==> src/sv/pcrc_pkg.sv <==
// package: constants, types and helper functions of the crc engine
`timescale 1ns / 1ps
`default_nettype none

package pcrc_pkg;

    localparam int MAX_CRC_WIDTH = 32;
    localparam int TABLE_DEPTH   = 256;
    localparam int TBL_AW        = $clog2(TABLE_DEPTH);
    localparam int CRC_W         = 32;
    localparam int DATA_W        = 8;
    localparam int CW_W          = 6;
    localparam int SH_W          = 5;
    localparam int APB_AW        = 5;
    localparam int APB_DW        = 32;
    localparam int REG_IDX_W     = 3;

    localparam logic [CW_W-1:0] MIN_WIDTH = CW_W'(8);
    localparam logic [CW_W-1:0] MAX_WIDTH = CW_W'(MAX_CRC_WIDTH);

    localparam logic [REG_IDX_W-1:0] REG_CRC_WIDTH   = 3'd0;
    localparam logic [REG_IDX_W-1:0] REG_POLY        = 3'd1;
    localparam logic [REG_IDX_W-1:0] REG_INIT_VALUE  = 3'd2;
    localparam logic [REG_IDX_W-1:0] REG_INIT_DIRECT = 3'd3;
    localparam logic [REG_IDX_W-1:0] REG_XOR_OUT     = 3'd4;
    localparam logic [REG_IDX_W-1:0] REG_REFLECT_IN  = 3'd5;
    localparam logic [REG_IDX_W-1:0] REG_REFLECT_OUT = 3'd6;

    typedef struct packed {
        logic [SH_W-1:0]  w_m8;
        logic [SH_W-1:0]  sh;
        logic [CRC_W-1:0] mask;
        logic             refl_in;
        logic             refl_out;
        logic [CRC_W-1:0] xor_out;
        logic [CRC_W-1:0] start_work;
        logic             building;
    } t_cfg_view;

    function automatic logic [CRC_W-1:0] f_rev32(input logic [CRC_W-1:0] v);
        logic [CRC_W-1:0] r;
        for (int k = 0; k < CRC_W; k++) begin
            r[k] = v[CRC_W-1-k];
        end
        return r;
    endfunction

    function automatic logic [DATA_W-1:0] f_rev8(input logic [DATA_W-1:0] v);
        logic [DATA_W-1:0] r;
        for (int k = 0; k < DATA_W; k++) begin
            r[k] = v[DATA_W-1-k];
        end
        return r;
    endfunction

    // one shift step of the generator on a left-aligned value
    function automatic logic [CRC_W-1:0] f_step(input logic [CRC_W-1:0] v,
                                                input logic [CRC_W-1:0] g_la);
        logic [CRC_W-1:0] r;
        r = {v[CRC_W-2:0], 1'b0};
        if (v[CRC_W-1]) begin
            r = r ^ g_la;
        end
        return r;
    endfunction

    function automatic logic [CRC_W-1:0] f_table_entry(input logic [TBL_AW-1:0] idx,
                                                       input logic [SH_W-1:0]   sh,
                                                       input logic [CRC_W-1:0]  g_la,
                                                       input logic              refl);
        logic [DATA_W-1:0] b;
        logic [CRC_W-1:0]  v;
        b = refl ? f_rev8(DATA_W'(idx)) : DATA_W'(idx);
        v = {b, {(CRC_W-DATA_W){1'b0}}};
        for (int k = 0; k < DATA_W; k++) begin
            v = f_step(v, g_la);
        end
        return refl ? f_rev32(v) : (v >> sh);
    endfunction

endpackage

`default_nettype wire

==> src/sv/pcrc_cfg.sv <==
// configuration registers, table build sweep and start value
`timescale 1ns / 1ps
`default_nettype none

module pcrc_cfg (
    input  wire logic                            i_clk,
    input  wire logic                            i_rst_n,
    input  wire logic                            psel,
    input  wire logic                            penable,
    input  wire logic                            pwrite,
    input  wire logic [pcrc_pkg::APB_AW-1:0]     paddr,
    input  wire logic [pcrc_pkg::APB_DW-1:0]     pwdata,
    output logic      [pcrc_pkg::APB_DW-1:0]     prdata,
    output logic                                 pready,
    output logic                                 o_tbl_we,
    output logic      [pcrc_pkg::TBL_AW-1:0]     o_tbl_waddr,
    output logic      [pcrc_pkg::CRC_W-1:0]      o_tbl_wdata,
    output pcrc_pkg::t_cfg_view                  o_cfg
);

    logic [pcrc_pkg::CW_W-1:0]      r_crc_width;
    logic [pcrc_pkg::CRC_W-1:0]     r_poly;
    logic [pcrc_pkg::CRC_W-1:0]     r_init;
    logic                           r_init_direct;
    logic [pcrc_pkg::CRC_W-1:0]     r_xor_out;
    logic                           r_refl_in;
    logic                           r_refl_out;
    logic                           r_build;
    logic [pcrc_pkg::TBL_AW-1:0]    r_bcnt;
    logic [pcrc_pkg::CRC_W-1:0]     r_ds_la;

    logic [pcrc_pkg::REG_IDX_W-1:0] idx;
    logic                           wr;
    logic                           wr_hit;
    logic [pcrc_pkg::CW_W-1:0]      w;
    logic [pcrc_pkg::CW_W-1:0]      sh_full;
    logic [pcrc_pkg::SH_W-1:0]      sh;
    logic [pcrc_pkg::CRC_W-1:0]     g_la;

    assign pready = 1'b1;
    assign idx    = paddr[pcrc_pkg::APB_AW-1:2];
    assign wr     = psel && penable && pwrite;

    always_comb begin
        if (r_crc_width < pcrc_pkg::MIN_WIDTH) begin
            w = pcrc_pkg::MIN_WIDTH;
        end else if (r_crc_width > pcrc_pkg::MAX_WIDTH) begin
            w = pcrc_pkg::MAX_WIDTH;
        end else begin
            w = r_crc_width;
        end
    end

    assign sh_full = pcrc_pkg::CW_W'(pcrc_pkg::CRC_W) - w;
    assign sh      = sh_full[pcrc_pkg::SH_W-1:0];
    assign g_la    = r_poly << sh;

    always_comb begin
        wr_hit = 1'b0;
        if (wr) begin
            unique case (idx)
                pcrc_pkg::REG_CRC_WIDTH, pcrc_pkg::REG_POLY, pcrc_pkg::REG_INIT_VALUE,
                pcrc_pkg::REG_INIT_DIRECT, pcrc_pkg::REG_XOR_OUT,
                pcrc_pkg::REG_REFLECT_IN, pcrc_pkg::REG_REFLECT_OUT: wr_hit = 1'b1;
                default: wr_hit = 1'b0;
            endcase
        end
    end

    always_ff @(posedge i_clk) begin
        if (!i_rst_n) begin
            r_crc_width   <= pcrc_pkg::CW_W'(16);
            r_poly        <= 32'h0000_8005;
            r_init        <= '0;
            r_init_direct <= 1'b1;
            r_xor_out     <= '0;
            r_refl_in     <= 1'b0;
            r_refl_out    <= 1'b0;
        end else if (wr) begin
            unique case (idx)
                pcrc_pkg::REG_CRC_WIDTH:   r_crc_width   <= pwdata[pcrc_pkg::CW_W-1:0];
                pcrc_pkg::REG_POLY:        r_poly        <= pwdata;
                pcrc_pkg::REG_INIT_VALUE:  r_init        <= pwdata;
                pcrc_pkg::REG_INIT_DIRECT: r_init_direct <= pwdata[0];
                pcrc_pkg::REG_XOR_OUT:     r_xor_out     <= pwdata;
                pcrc_pkg::REG_REFLECT_IN:  r_refl_in     <= pwdata[0];
                pcrc_pkg::REG_REFLECT_OUT: r_refl_out    <= pwdata[0];
                default: ;
            endcase
        end
    end

    // table sweep, one entry a cycle; start value settles while the sweep runs
    always_ff @(posedge i_clk) begin
        if (!i_rst_n) begin
            r_build <= 1'b1;
            r_bcnt  <= '0;
        end else if (wr_hit) begin
            r_build <= 1'b1;
            r_bcnt  <= '0;
        end else if (r_build) begin
            r_bcnt <= r_bcnt + 1'b1;
            if (r_bcnt == pcrc_pkg::TBL_AW'(pcrc_pkg::TABLE_DEPTH - 1)) begin
                r_build <= 1'b0;
            end
        end
    end

    always_ff @(posedge i_clk) begin
        if (r_build) begin
            if (r_bcnt == '0) begin
                r_ds_la <= r_init << sh;
            end else if (!r_init_direct && (r_bcnt <= pcrc_pkg::TBL_AW'(w))) begin
                r_ds_la <= pcrc_pkg::f_step(r_ds_la, g_la);
            end
        end
    end

    assign o_tbl_we    = r_build;
    assign o_tbl_waddr = r_bcnt;
    assign o_tbl_wdata = pcrc_pkg::f_table_entry(r_bcnt, sh, g_la, r_refl_in);

    always_comb begin
        o_cfg.w_m8       = pcrc_pkg::SH_W'(w - pcrc_pkg::MIN_WIDTH);
        o_cfg.sh         = sh;
        o_cfg.mask       = {pcrc_pkg::CRC_W{1'b1}} >> sh;
        o_cfg.refl_in    = r_refl_in;
        o_cfg.refl_out   = r_refl_out;
        o_cfg.xor_out    = r_xor_out;
        o_cfg.start_work = r_refl_in ? pcrc_pkg::f_rev32(r_ds_la) : (r_ds_la >> sh);
        o_cfg.building   = r_build;
    end

    always_comb begin
        unique case (idx)
            pcrc_pkg::REG_CRC_WIDTH:   prdata = pcrc_pkg::APB_DW'(r_crc_width);
            pcrc_pkg::REG_POLY:        prdata = r_poly;
            pcrc_pkg::REG_INIT_VALUE:  prdata = r_init;
            pcrc_pkg::REG_INIT_DIRECT: prdata = pcrc_pkg::APB_DW'(r_init_direct);
            pcrc_pkg::REG_XOR_OUT:     prdata = r_xor_out;
            pcrc_pkg::REG_REFLECT_IN:  prdata = pcrc_pkg::APB_DW'(r_refl_in);
            pcrc_pkg::REG_REFLECT_OUT: prdata = pcrc_pkg::APB_DW'(r_refl_out);
            default:                   prdata = '0;
        endcase
    end

endmodule

`default_nettype wire

==> config.mk <==
export PLATFORM = sky130hd
export DESIGN_NAME = pcrc_cfg
export DESIGN_NICKNAME = d
export VERILOG_FILES = /design/src/sv/pcrc_pkg.sv /design/src/sv/pcrc_cfg.sv
export SDC_FILE = /design/constraint.sdc
export NUM_CORES = 1
export LEC_CHECK = 0
export BUFFER_PORTS_ARGS = -buffer_cell sky130_fd_sc_hd__buf_2
export CAP_MARGIN = 20
export CORE_MARGIN = 2
export CORE_UTILIZATION = 50
export CTS_BUF_LIST = sky130_fd_sc_hd__clkbuf_4
export DETAILED_ROUTE_END_ITERATION = 8
export MAX_ROUTING_LAYER = met4
export PLACE_DENSITY_LB_ADDON = 0.25
export SKIP_LAST_GASP = 1
export SLEW_MARGIN = 20
export SYNTH_ARGS = -nofsm -noshare
export SYNTH_HDL_FRONTEND = slang
export SYNTH_SLANG_ARGS = --single-unit
==> constraint.sdc <==
create_clock -name i_clk -period 27.3 [get_ports i_clk]
set_clock_uncertainty 0.1 [all_clocks]
set_input_delay 2.73 -clock i_clk [delete_from_list [all_inputs] [get_ports i_clk]]
set_output_delay 2.73 -clock i_clk [all_outputs]
set_load 0.02 [all_outputs]
==> flow_summary.ini <==
[run_status]
status = finished clean

[min_path]
hp-class = reg2reg

[synthesis]
netlist_area_um2 = 19500
ys_ff_latch = 146
ys_warn_count = 0
synthFlopType = dfxtp_1
synth_largest_area_cell = mux2i_1
yosysUniqueCellTypes = 100
synth_edf_count = 32
synthTopCellsByArea = mux2i_1 12%, dfxtp_1 12%, nand2_1 8.8%
syn_avg_cell_area_um2 = 7.32
async_reset_ff_share_pct = 0
synth.top_cell.area_share_pct = 12.5
synth_cells = 2669
seq_area_frac_synth_pct = 16.6

[route]
drt-met1-wl_mm = 31.4
drt_iter0_drc = 3077
maxUsedRoutingLayer = met4
vias = 21600
drt-wirelength-per-cell_um = 24.6
wl_met3_mm = 8.71
ant_nets = 0
viasPerCell = 6.66
met2_length_mm = 34.9
first_pass_iters = 8
drc_errors = 0
wl_mm = 79.9

[global_routing]
grt_max_degree = 107
grt_pass1_wl_mm = 122
track_usage_pct = 39.3
grt_pass1_vias = 20100
overflow = 0
antenna_found_initial = 2

[job]
cap_violations = 0

[clock_network]
clk_path_buf_depth = 2
path_clk_slew_ps = 150
htree_levels = 4
cts_resized = 0
cts_tree = built
cts_setup_buffers = 0
root_buffer = clkbuf_4
cts_hold_buf = 0
cts_buffers = 17
clock_latency_ps = 620
clock-sinks = 146

[floorplanning]
dieArea_um2 = 40600
ioPinCount = 225
std_cell_rows = 72
die-width_um = 202
initial_core_util_pct = 50.6
die_h_um = 202
coreArea_um2 = 38600

[setup_path]
cp-start-kind = flop
critPathSlowestCell = ha_2
endpoint_kind = primary output
cp_slowest_stage_delay_ps = 1030
cp_max_fo = 61
critPathArrivalTime_ps = 12080
path_class = reg2out
required_ps = 24470
cp_cell_sequence = or2_4 > nand2_8 > ha_2 > inv_4 > buf_4 > nor3_1 > a32oi_1 > o211ai_1 > a311oi_1 > xnor2_1 > a21boi_1 > a211oi_1 > or3_1 > a211oi_1 > or4_1 > nand2_1 > xnor2_1 > nor2_1 > xor2_1 > mux2i_1 > a2111oi_0 > a32oi_1 > buf_2

[finish]
fillers = 3774
layout_commonest_cell = nand2_1
synthToLayoutAreaGrowth_pct = 7.47
nets = 2767
final_cell_mix = 457 x nand2_1, 287 x nor2_1, 241 x mux2i_1
drive_gt1_share_pct = 15.5
seq_area_um2 = 3250
multi_input_area_um2 = 15200

[power_and_ir_drop]
ir_drop_uv = 31.1
p_leak_nw = 8.88
powerDensity_nw_per_um2 = 31.2

[timing]
rsz0062_at_grt = no
hold_viol = 0
hold_ws_ps = 396
fin_setup_tns_ps = 0
setup_violations = 0
worst_slew_pin_slew_ps = 1210
slew_violations = 0
max_freq_ghz = 0.0671
period_share_pct = 54.6
relSlewSlack_pct = 19.3
min_period_ps = 14910

[place]
dp_hpwl_mm = 58.0
numPortBuffers = 220
gp_congestion = 1.01
power breakdown:
group,internal [W],total [W],switching [W]
Combinational,0.0000827,0.000252,0.000169
Sequential,0.000237,0.000260,0.0000222
Clock,0.0000497,0.000144,0.0000942
logic make-up (layout without fill, tap and decap cells):
kind of cell / after synthesis / after routing / synth area share (%)
adders and majority gates: 10 / 10 / 0.641
other: 1 / 4 / 0.0192
AOI/OAI and AO/OA: 718 / 718 / 25.4
muxes: 290 / 290 / 16.1
xor gates and xnor gates: 226 / 226 / 13.1
and+or+nand+nor: 1006 / 1006 / 22.2
buffers and inverters: 272 / 330 / 5.96
DFF: 146 / 146 / 16.6
area by class of cell:
| class | count | area share, % |
|---|---|---|
| Inverter | 30 | 0.560 |
| Tap cell | 518 | 3.09 |
| Timing Repair Buffer | 268 | 6.96 |
| Clock buffer | 18 | 0.644 |
| Sequential cell | 146 | 15.5 |
| Multi-Input combinational cell | 2252 | 72.6 |
| Antenna cell | 2 | 0.0239 |
| Clock inverter | 14 | 0.686 |
worst max-delay path, delay by kind of cell (launching register included):
kind                     cells  cell delay [ps]
AO/OA/AOI/OAI                8             3200
flip-flops                   1              680
multiplexers                 1              120
XOR/XNOR                     3             1610
adder cells (fa/ha/maj)      1             1030
buffers and inverters        3             1260
AND/OR/NAND/NOR              7             3400
per-layer routing:
metal	vias up	global-route usage (%)
met5	-	-
met4	0	20.7
met3	322	6.67
met2	1456	59.4
met1	10200	50.4
li1	9654	-
per-stage QoR:
stage	cells	instance area [um^2]	setup slack (ps)	total power, W	util, %
finish	3248	21000	12390	0.000655	54.4
global placement	3214	20700	13700	0.000504	53.6
CTS	3246	21000	12780	0.000647	54.4
global route	3248	21000	12100	0.000680	54.4
floorplan	2670	19500	15970	0.000420	-
detailed placement	3214	20700	13490	0.000506	53.7
worst paths after layout:
kind | startpoint | end | slack (ps) | cells past startpoint
setup / recovery | r_crc_width[3] | o_tbl_wdata[0] | 12390 | 23
hold / removal | r_xor_out[30] | r_xor_out[30] | 400 | 2
setup reg to reg | r_crc_width[3] | r_ds_la[1] | 20710 | 14
hold reg to reg | r_xor_out[30] | r_xor_out[30] | 400 | 2
Yosys cell counts, types with 31 or more instances:
library cell,instances
xnor3_1,37
nor2_1,287
edfxtp_1,32
xnor2_1,151
nand2_1,459
nor3_1,57
nand3_1,75
mux2i_1,243
o21ai_0,111
dfxtp_1,114
a211oi_1,43
xor2_1,31
a22oi_1,41
buf_1,39
a21boi_0,100
a21oi_1,155
clkbuf_1,159
sequential cells by signal, indices dropped and copies added (netlist names), 6 cells and up:
register     cells
o_tbl_waddr      8
r_crc_width      6
r_ds_la         32
r_init          32
r_poly          32
r_xor_out       32
(Power assumes the default switching activity.)
