## config.mk

```make
export PLATFORM = sky130hd
export DESIGN_NAME = pcrc_core_flat
export DESIGN_NICKNAME = d
export VERILOG_FILES = /design/src/sv/pcrc_pkg.sv /design/src/sv/pcrc_ifs.sv /design/src/sv/pcrc_core.sv /design/src/flat_wrapper.sv
export SDC_FILE = /design/constraint.sdc
export NUM_CORES = 1
export LEC_CHECK = 0
export ABC_AREA = 1
export BUFFER_PORTS_ARGS = -buffer_cell sky130_fd_sc_hd__buf_2
export CAP_MARGIN = 10
export CELL_PAD_IN_SITES_DETAIL_PLACEMENT = 1
export CELL_PAD_IN_SITES_GLOBAL_PLACEMENT = 2
export CORE_AREA = 2 2 181 183
export DETAILED_ROUTE_END_ITERATION = 10
export DIE_AREA = 0 0 183 185
export PLACE_DENSITY = 0.81
export SYNTH_ARGS = -nofsm -noshare
export SYNTH_HDL_FRONTEND = slang
export SYNTH_SLANG_ARGS = --single-unit
```

## constraint.sdc

```tcl
create_clock -name i_clk -period 4.26 [get_ports i_clk]
set_input_delay 0.426 -clock i_clk [delete_from_list [all_inputs] [get_ports i_clk]]
set_output_delay 0.426 -clock i_clk [all_outputs]
set_load 0.005 [all_outputs]
```

## src/sv/pcrc_pkg.sv

```systemverilog
// package: constants, types and helper functions of the crc engine
`timescale 1ns / 1ps
`default_nettype none

package pcrc_pkg;

    localparam int MAX_CRC_WIDTH = 32;
    localparam int TABLE_DEPTH   = 256;
    localparam int TBL_AW        = $clog2(TABLE_DEPTH);
    localparam int CRC_W         = 32;
    localparam int DATA_W        = 8;
    localparam int CW_W          = 6;
    localparam int SH_W          = 5;
    localparam int APB_AW        = 5;
    localparam int APB_DW        = 32;
    localparam int REG_IDX_W     = 3;

    localparam logic [CW_W-1:0] MIN_WIDTH = CW_W'(8);
    localparam logic [CW_W-1:0] MAX_WIDTH = CW_W'(MAX_CRC_WIDTH);

    localparam logic [REG_IDX_W-1:0] REG_CRC_WIDTH   = 3'd0;
    localparam logic [REG_IDX_W-1:0] REG_POLY        = 3'd1;
    localparam logic [REG_IDX_W-1:0] REG_INIT_VALUE  = 3'd2;
    localparam logic [REG_IDX_W-1:0] REG_INIT_DIRECT = 3'd3;
    localparam logic [REG_IDX_W-1:0] REG_XOR_OUT     = 3'd4;
    localparam logic [REG_IDX_W-1:0] REG_REFLECT_IN  = 3'd5;
    localparam logic [REG_IDX_W-1:0] REG_REFLECT_OUT = 3'd6;

    typedef struct packed {
        logic [SH_W-1:0]  w_m8;
        logic [SH_W-1:0]  sh;
        logic [CRC_W-1:0] mask;
        logic             refl_in;
        logic             refl_out;
        logic [CRC_W-1:0] xor_out;
        logic [CRC_W-1:0] start_work;
        logic             building;
    } t_cfg_view;

    function automatic logic [CRC_W-1:0] f_rev32(input logic [CRC_W-1:0] v);
        logic [CRC_W-1:0] r;
        for (int k = 0; k < CRC_W; k++) begin
            r[k] = v[CRC_W-1-k];
        end
        return r;
    endfunction

    function automatic logic [DATA_W-1:0] f_rev8(input logic [DATA_W-1:0] v);
        logic [DATA_W-1:0] r;
        for (int k = 0; k < DATA_W; k++) begin
            r[k] = v[DATA_W-1-k];
        end
        return r;
    endfunction

    // one shift step of the generator on a left-aligned value
    function automatic logic [CRC_W-1:0] f_step(input logic [CRC_W-1:0] v,
                                                input logic [CRC_W-1:0] g_la);
        logic [CRC_W-1:0] r;
        r = {v[CRC_W-2:0], 1'b0};
        if (v[CRC_W-1]) begin
            r = r ^ g_la;
        end
        return r;
    endfunction

    function automatic logic [CRC_W-1:0] f_table_entry(input logic [TBL_AW-1:0] idx,
                                                       input logic [SH_W-1:0]   sh,
                                                       input logic [CRC_W-1:0]  g_la,
                                                       input logic              refl);
        logic [DATA_W-1:0] b;
        logic [CRC_W-1:0]  v;
        b = refl ? f_rev8(DATA_W'(idx)) : DATA_W'(idx);
        v = {b, {(CRC_W-DATA_W){1'b0}}};
        for (int k = 0; k < DATA_W; k++) begin
            v = f_step(v, g_la);
        end
        return refl ? f_rev32(v) : (v >> sh);
    endfunction

endpackage

`default_nettype wire

```

## src/sv/pcrc_ifs.sv

```systemverilog
// interfaces: input byte channel and result channel
`timescale 1ns / 1ps
`default_nettype none

interface pcrc_in_if;
    logic                       valid;
    logic                       ready;
    logic [pcrc_pkg::DATA_W-1:0] data_byte;
    logic                       first_byte;
    logic                       last_byte;

    modport source (output valid, data_byte, first_byte, last_byte, input ready);
    modport sink   (input valid, data_byte, first_byte, last_byte, output ready);
endinterface

interface pcrc_out_if;
    logic                        valid;
    logic                        ready;
    logic [pcrc_pkg::CRC_W-1:0]  crc_value;

    modport source (output valid, crc_value, input ready);
    modport sink   (input valid, crc_value, output ready);
endinterface

`default_nettype wire

```

## src/sv/pcrc_core.sv

```systemverilog
// byte pipeline: table address, table read, register update, result register
`timescale 1ns / 1ps
`default_nettype none

module pcrc_core (
    input  wire logic                        i_clk,
    input  wire logic                        i_rst_n,
    pcrc_in_if.sink                          i_item,
    pcrc_out_if.source                       o_result,
    input  wire pcrc_pkg::t_cfg_view         i_cfg,
    input  wire logic [pcrc_pkg::CRC_W-1:0]  i_tbl_rdata,
    output logic                             o_tbl_re,
    output logic      [pcrc_pkg::TBL_AW-1:0] o_tbl_raddr
);

    logic                        r_s1_valid;
    logic                        r_s1_last;
    logic [pcrc_pkg::CRC_W-1:0]  r_s1_v;
    logic [pcrc_pkg::CRC_W-1:0]  r_crc;
    logic                        r_out_valid;
    logic [pcrc_pkg::CRC_W-1:0]  r_out;

    logic                        s1_stall;
    logic                        s1_done;
    logic                        acc;
    logic [pcrc_pkg::CRC_W-1:0]  n_crc;
    logic [pcrc_pkg::CRC_W-1:0]  n_out;
    logic [pcrc_pkg::CRC_W-1:0]  shifted;
    logic [pcrc_pkg::CRC_W-1:0]  live;
    logic [pcrc_pkg::CRC_W-1:0]  base;
    logic [pcrc_pkg::CRC_W-1:0]  top_bits;
    logic [pcrc_pkg::CRC_W-1:0]  mirrored;

    assign s1_stall = r_s1_valid && r_s1_last && r_out_valid && !o_result.ready;
    assign s1_done  = r_s1_valid && !s1_stall;
    assign i_item.ready = !i_cfg.building && !s1_stall;
    assign acc = i_item.valid && i_item.ready;

    // stage 1: fold the table word into the register
    assign shifted = i_cfg.refl_in ? (r_s1_v >> pcrc_pkg::DATA_W) : (r_s1_v << pcrc_pkg::DATA_W);
    assign n_crc   = (shifted ^ i_tbl_rdata) & i_cfg.mask;
    assign mirrored = pcrc_pkg::f_rev32(n_crc) >> i_cfg.sh;
    assign n_out   = (((i_cfg.refl_in ^ i_cfg.refl_out) ? mirrored : n_crc) ^ i_cfg.xor_out)
                     & i_cfg.mask;

    // stage 0: forward the update in flight into the next address
    assign live     = r_s1_valid ? n_crc : r_crc;
    assign base     = (i_item.first_byte ? i_cfg.start_work : live) & i_cfg.mask;
    assign top_bits = base >> i_cfg.w_m8;

    assign o_tbl_re    = acc;
    assign o_tbl_raddr = i_cfg.refl_in ? (base[pcrc_pkg::TBL_AW-1:0] ^ i_item.data_byte)
                                       : (top_bits[pcrc_pkg::TBL_AW-1:0] ^ i_item.data_byte);

    always_ff @(posedge i_clk) begin
        if (!i_rst_n) begin
            r_s1_valid  <= 1'b0;
            r_crc       <= '0;
            r_out_valid <= 1'b0;
        end else begin
            r_s1_valid <= acc || s1_stall;
            if (s1_done) begin
                r_crc <= n_crc;
            end
            if (s1_done && r_s1_last) begin
                r_out_valid <= 1'b1;
            end else if (o_result.ready) begin
                r_out_valid <= 1'b0;
            end
        end
    end

    always_ff @(posedge i_clk) begin
        if (acc) begin
            r_s1_v    <= base;
            r_s1_last <= i_item.last_byte;
        end
        if (s1_done && r_s1_last) begin
            r_out <= n_out;
        end
    end

    assign o_result.valid     = r_out_valid;
    assign o_result.crc_value = r_out;

endmodule

`default_nettype wire
```

## src/flat_wrapper.sv

```systemverilog
// flat-port wrapper written by rule: the top's interface ports become plain ports
module pcrc_core_flat 
  (i_clk, i_rst_n, i_cfg, i_tbl_rdata, o_tbl_re, o_tbl_raddr, i_item_valid, i_item_data_byte, i_item_first_byte, i_item_last_byte, i_item_ready, o_result_valid, o_result_crc_value, o_result_ready);
  pcrc_in_if i_item_i ();
  pcrc_out_if o_result_i ();
  input  wire logic i_clk;
  input  wire logic i_rst_n;
  input  wire pcrc_pkg::t_cfg_view i_cfg;
  input  wire logic [pcrc_pkg::CRC_W-1:0] i_tbl_rdata;
  output logic o_tbl_re;
  output logic      [pcrc_pkg::TBL_AW-1:0] o_tbl_raddr;
  input wire logic [$bits(i_item_i.valid)-1:0] i_item_valid;
  input wire logic [$bits(i_item_i.data_byte)-1:0] i_item_data_byte;
  input wire logic [$bits(i_item_i.first_byte)-1:0] i_item_first_byte;
  input wire logic [$bits(i_item_i.last_byte)-1:0] i_item_last_byte;
  output wire logic [$bits(i_item_i.ready)-1:0] i_item_ready;
  output wire logic [$bits(o_result_i.valid)-1:0] o_result_valid;
  output wire logic [$bits(o_result_i.crc_value)-1:0] o_result_crc_value;
  input wire logic [$bits(o_result_i.ready)-1:0] o_result_ready;
  assign i_item_i.valid = i_item_valid;
  assign i_item_i.data_byte = i_item_data_byte;
  assign i_item_i.first_byte = i_item_first_byte;
  assign i_item_i.last_byte = i_item_last_byte;
  assign i_item_ready = i_item_i.ready;
  assign o_result_valid = o_result_i.valid;
  assign o_result_crc_value = o_result_i.crc_value;
  assign o_result_i.ready = o_result_ready;
  pcrc_core u_core (.i_clk(i_clk), .i_rst_n(i_rst_n), .i_item(i_item_i), .o_result(o_result_i), .i_cfg(i_cfg), .i_tbl_rdata(i_tbl_rdata), .o_tbl_re(o_tbl_re), .o_tbl_raddr(o_tbl_raddr));
endmodule
```

==> qor.csv <==
stage,metric,value,unit
timing,whs,0.2339,ns
power,ir_drop,0.1724,mV
floorplan,die_x,183,µm
placed_design,io_buffers,197,
clock_network,insertion_delay,0.37,ns
clock_network,clock-sinks,99,
placed_design,dp_cells,2058,
timing,rsz0062_at_grt,no,
final_layout,finalNonFillerCells,2075,
routing,ant_nets,0,
routing,routedWlPerCell,21.14,µm
floorplan,start_util,28.62,%
placed_design,dp_slack,1.065,ns
timing,slew_viol_final,0,
yosys,synth_area_per_cell,6.061,µm²
timing,setup_tns,0,ns
yosys,synth_area,9170,µm²
timing,fin_crit_sh,75.28,%
grt,grt_max_degree,46,
yosys,synth_nets,1668,
grt,first_global_vias,11150,
worst_setup_path,critPathArrivalTime,2.78,ns
routing,first_pass_iters,5,
final_layout,seq_area,2633,µm²
worst_setup_path,crit_required,3.83,ns
power,power_density,269.7,nW/µm²
final_layout,fillCellCount,4305,
final_layout,multi_input_area,5614,µm²
floorplan,fp-row-count,66,
timing,slew_headroom,27.81,%
worst_setup_path,crit_chain,"buf_2, buf_4, nand2_1, nand3_1, nand3_1, o21ai_1, nand3_1, nand3_1, nand3_1, nand3_1, nand3_1, nand2_1, nand2_1, nand2_1, nand2_1, buf_2",
routing,drt_iter0_markers,706,
grt,antenna_found_initial,2,
worst_setup_path,cp-end-kind,primary output,
flow_run,drv_cap,0,
timing,min_period,3.207,ns
clock_network,cts_root_buf,clkbuf_16,
floorplan,die-area,33860,µm²
grt,grt_overflow_total,0,
yosys,ys.flop_type,edfxtp_1,
grt,grt_pass1_wl,65.92,mm
yosys,ys_warn_count,0,
grt,grt_usage,26.04,%
floorplan,coreArea,32040,µm²
final_layout,nets,1816,
power,pwr-share-comb,33.1,%
clock_network,cts.hold.buffers_added,0,
timing,finalSetupViolCount,0,
power,swShare,37.96,%
worst_setup_path,cp_common_cell,nand3_1,
worst_setup_path,critPathKind,in2out,
worst_setup_path,critPathLaunchType,input port,
routing,drt-total-wl,43.86,mm
placed_design,dp.final_hpwl,35.20,mm
worst_setup_path,worstPathMaxFanout,36,
clock_network,cts_resized,0,
timing,setup_ws,1.053,ns
power,p_sw,0.001097,W
yosys,synthArstFlopShare,0,%
timing,finClkSkew,0.008521,ns
floorplan,die_h,185,µm
routing,via_per_inst,5.303,
power,p_int,0.001793,W
clock_network,cts_setup_buffers,0,
worst_setup_path,critPathSlowestCell,buf_4,
hold_path,hold_path.class,in2reg,
routing,num_vias,11000,
final_layout,layout-drive-gt1-share,17.11,%
timing,final-hold-violation-count,0,
outcome,status,finished clean,
timing,fmax,311.8,MHz
worst_setup_path,critPathMaxStageDelay,0.38,ns
power,p_leak,5.297,nW
timing,worstMarginPinSlew,1.082,ns
clock_network,clk_pin_slew,0.07,ns
routing,remaining_drc_errors,0,
yosys,netlist_instances,1513,
power,pwr-share-seq,37.8,%
clock_network,clockBufferDepth,2,
yosys,ys_ff_latch,99,
yosys,yosysSeqAreaShare,28.71,%
clock_network,htreeDepth,3,
clock_network,cts_tree,done,
floorplan,io_pins,198,
clock_network,numCtsBuffers,9,
final_layout,area_growth,16.85,%
yosys,synth_enable_flop_cells,65,
yosys,synth.distinct_cells,38,
placed_design,gp_congestion,0.9298,
power,pwr-share-clk,29.1,%
==> through the flow <==
step                cell area, µm²  power (W)  util [%]
floorplan                     9170   0.001690         -
global placement             10430   0.002048     32.54
detailed placement           10430   0.002061     32.54
CTS                          10710   0.002908     33.43
global route                 10720   0.003054     33.44
finish                       10720   0.002890     33.44
==> placed cells by master, fill, tap and decap left out, types with 2 or more instances in the layout <==
cell,Yosys,layout
nand2_1,440,440
nand3_1,324,324
buf_2,27,197
nor2_1,140,138
inv_1,132,132
a21oi_1,88,88
edfxtp_1,65,65
o21ai_0,37,37
nand4_1,35,35
dfxtp_1,34,34
o21ai_1,29,29
nand3_2,20,20
buf_4,2,20
o211ai_1,17,17
nand3b_1,11,11
clkbuf_16,0,10
nand2_2,9,9
o21ai_2,7,7
inv_2,5,5
mux2i_1,5,5
o21a_1,5,5
o22ai_1,4,4
nor2_2,4,4
o21bai_1,3,3
a31oi_1,3,3
a22oi_1,3,3
clkinv_2,0,3
nor2_4,0,2
clkinv_1,2,2
xnor2_1,2,2
or2_2,2,2
inv_4,0,2
==> cell type report <==
type | instances | area share (%)
well taps | 408 | 4.764
repair buffers | 217 | 10.60
clock buffers | 10 | 2.335
flip-flops and latches | 99 | 24.57
clock inverters | 6 | 0.3386
multi-input cells | 1194 | 52.39
diodes | 1 | 0.02335
inverters | 140 | 4.974
==> critical path, delay by kind of cell <==
family                 cells  cell delay (ns)
AOI/OAI and AO/OA          1             0.36
buffers and inverters      3             0.65
and+or+nand+nor           12             1.32
==> kinds of logic (layout without fill, tap and decap cells) <==
| family | after synthesis | in the layout | synth area share [%] |
|---|---|---|---|
| other cells | 0 | 1 | 0 |
| xor+xnor | 3 | 3 | 0.2866 |
| simple gates | 988 | 988 | 48.15 |
| flops | 99 | 99 | 28.71 |
| buf+inv | 220 | 373 | 10.29 |
| mux | 5 | 5 | 0.5458 |
| compound gates | 198 | 198 | 12.02 |
==> flip-flops by register name, summed over array words and instances (netlist names) <==
name	cells
u_core.o_result.crc_value	32
u_core.r_s1_valid	1
u_core.r_s1_last	1
u_core.o_result.valid	1
u_core.r_s1_v	32
u_core.r_crc	32
==> routing by layer <==
metal  vias up  wire length, µm  GRT usage [%]  part of all wire (%)
met4         0             1361          9.536                   3.1
met1      5319            19790          33.41                    45
met3        60             1724          3.244                   3.9
li1       5366                -              -                     -
met5         -                0              0                     0
met2       258            20990          44.86                    48
==> power by group through the flow <==
| stage | combinational, W | clock, W | sequential (W) |
|---|---|---|---|
| 5_1_grt | 0.00106 | 0.000897 | 0.00110 |
| 4_1_cts | 0.000952 | 0.000865 | 0.00109 |
| 6_report | 0.000956 | 0.000842 | 0.00109 |
| 3_5_place_dp | 0.000948 | 0 | 0.00111 |
| 2_1_floorplan | 0.000584 | 0 | 0.00111 |
| 3_3_place_gp | 0.000936 | 0 | 0.00111 |
==> worst paths after layout <==
kind / start / to / slack [ns] / cells past startpoint
worst min-delay path: i_item_last_byte / u_core.r_s1_last$_DFFE_PP_ / 0.23 / 1
worst min register to register: u_core.r_crc[23]$_SDFFE_PN0P_ / u_core.r_crc[23]$_SDFFE_PN0P_ / 0.51 / 2
worst max-delay path: i_cfg[66] / o_tbl_raddr[7] / 1.05 / 16
worst max register to register: u_core.r_s1_v[20]$_DFFE_PP_ / u_core.o_result.crc_value[19]$_DFFE_PP_ / 1.77 / 15
==> cell usage after synthesis (4+ instances only) <==
| cell | number | area [µm²] |
|---|---|---|
| a21oi_1 | 88 | 440.4 |
| buf_1 | 13 | 48.80 |
| buf_2 | 27 | 135.1 |
| buf_6 | 7 | 78.83 |
| clkbuf_1 | 30 | 112.6 |
| dfxtp_1 | 34 | 680.7 |
| edfxtp_1 | 65 | 1952 |
| inv_1 | 132 | 495.5 |
| inv_2 | 5 | 18.77 |
| mux2i_1 | 5 | 50.05 |
| nand2_1 | 440 | 1652 |
| nand2_2 | 9 | 56.30 |
| nand3_1 | 324 | 1622 |
| nand3_2 | 20 | 200.2 |
| nand3b_1 | 11 | 82.58 |
| nand4_1 | 35 | 219.0 |
| nor2_1 | 140 | 525.5 |
| nor2_2 | 4 | 25.02 |
| o211ai_1 | 17 | 127.6 |
| o21a_1 | 5 | 37.54 |
| o21ai_0 | 37 | 185.2 |
| o21ai_1 | 29 | 145.1 |
| o21ai_2 | 7 | 61.31 |
| o22ai_1 | 4 | 25.02 |
Power figures use the tool's default switching activity.
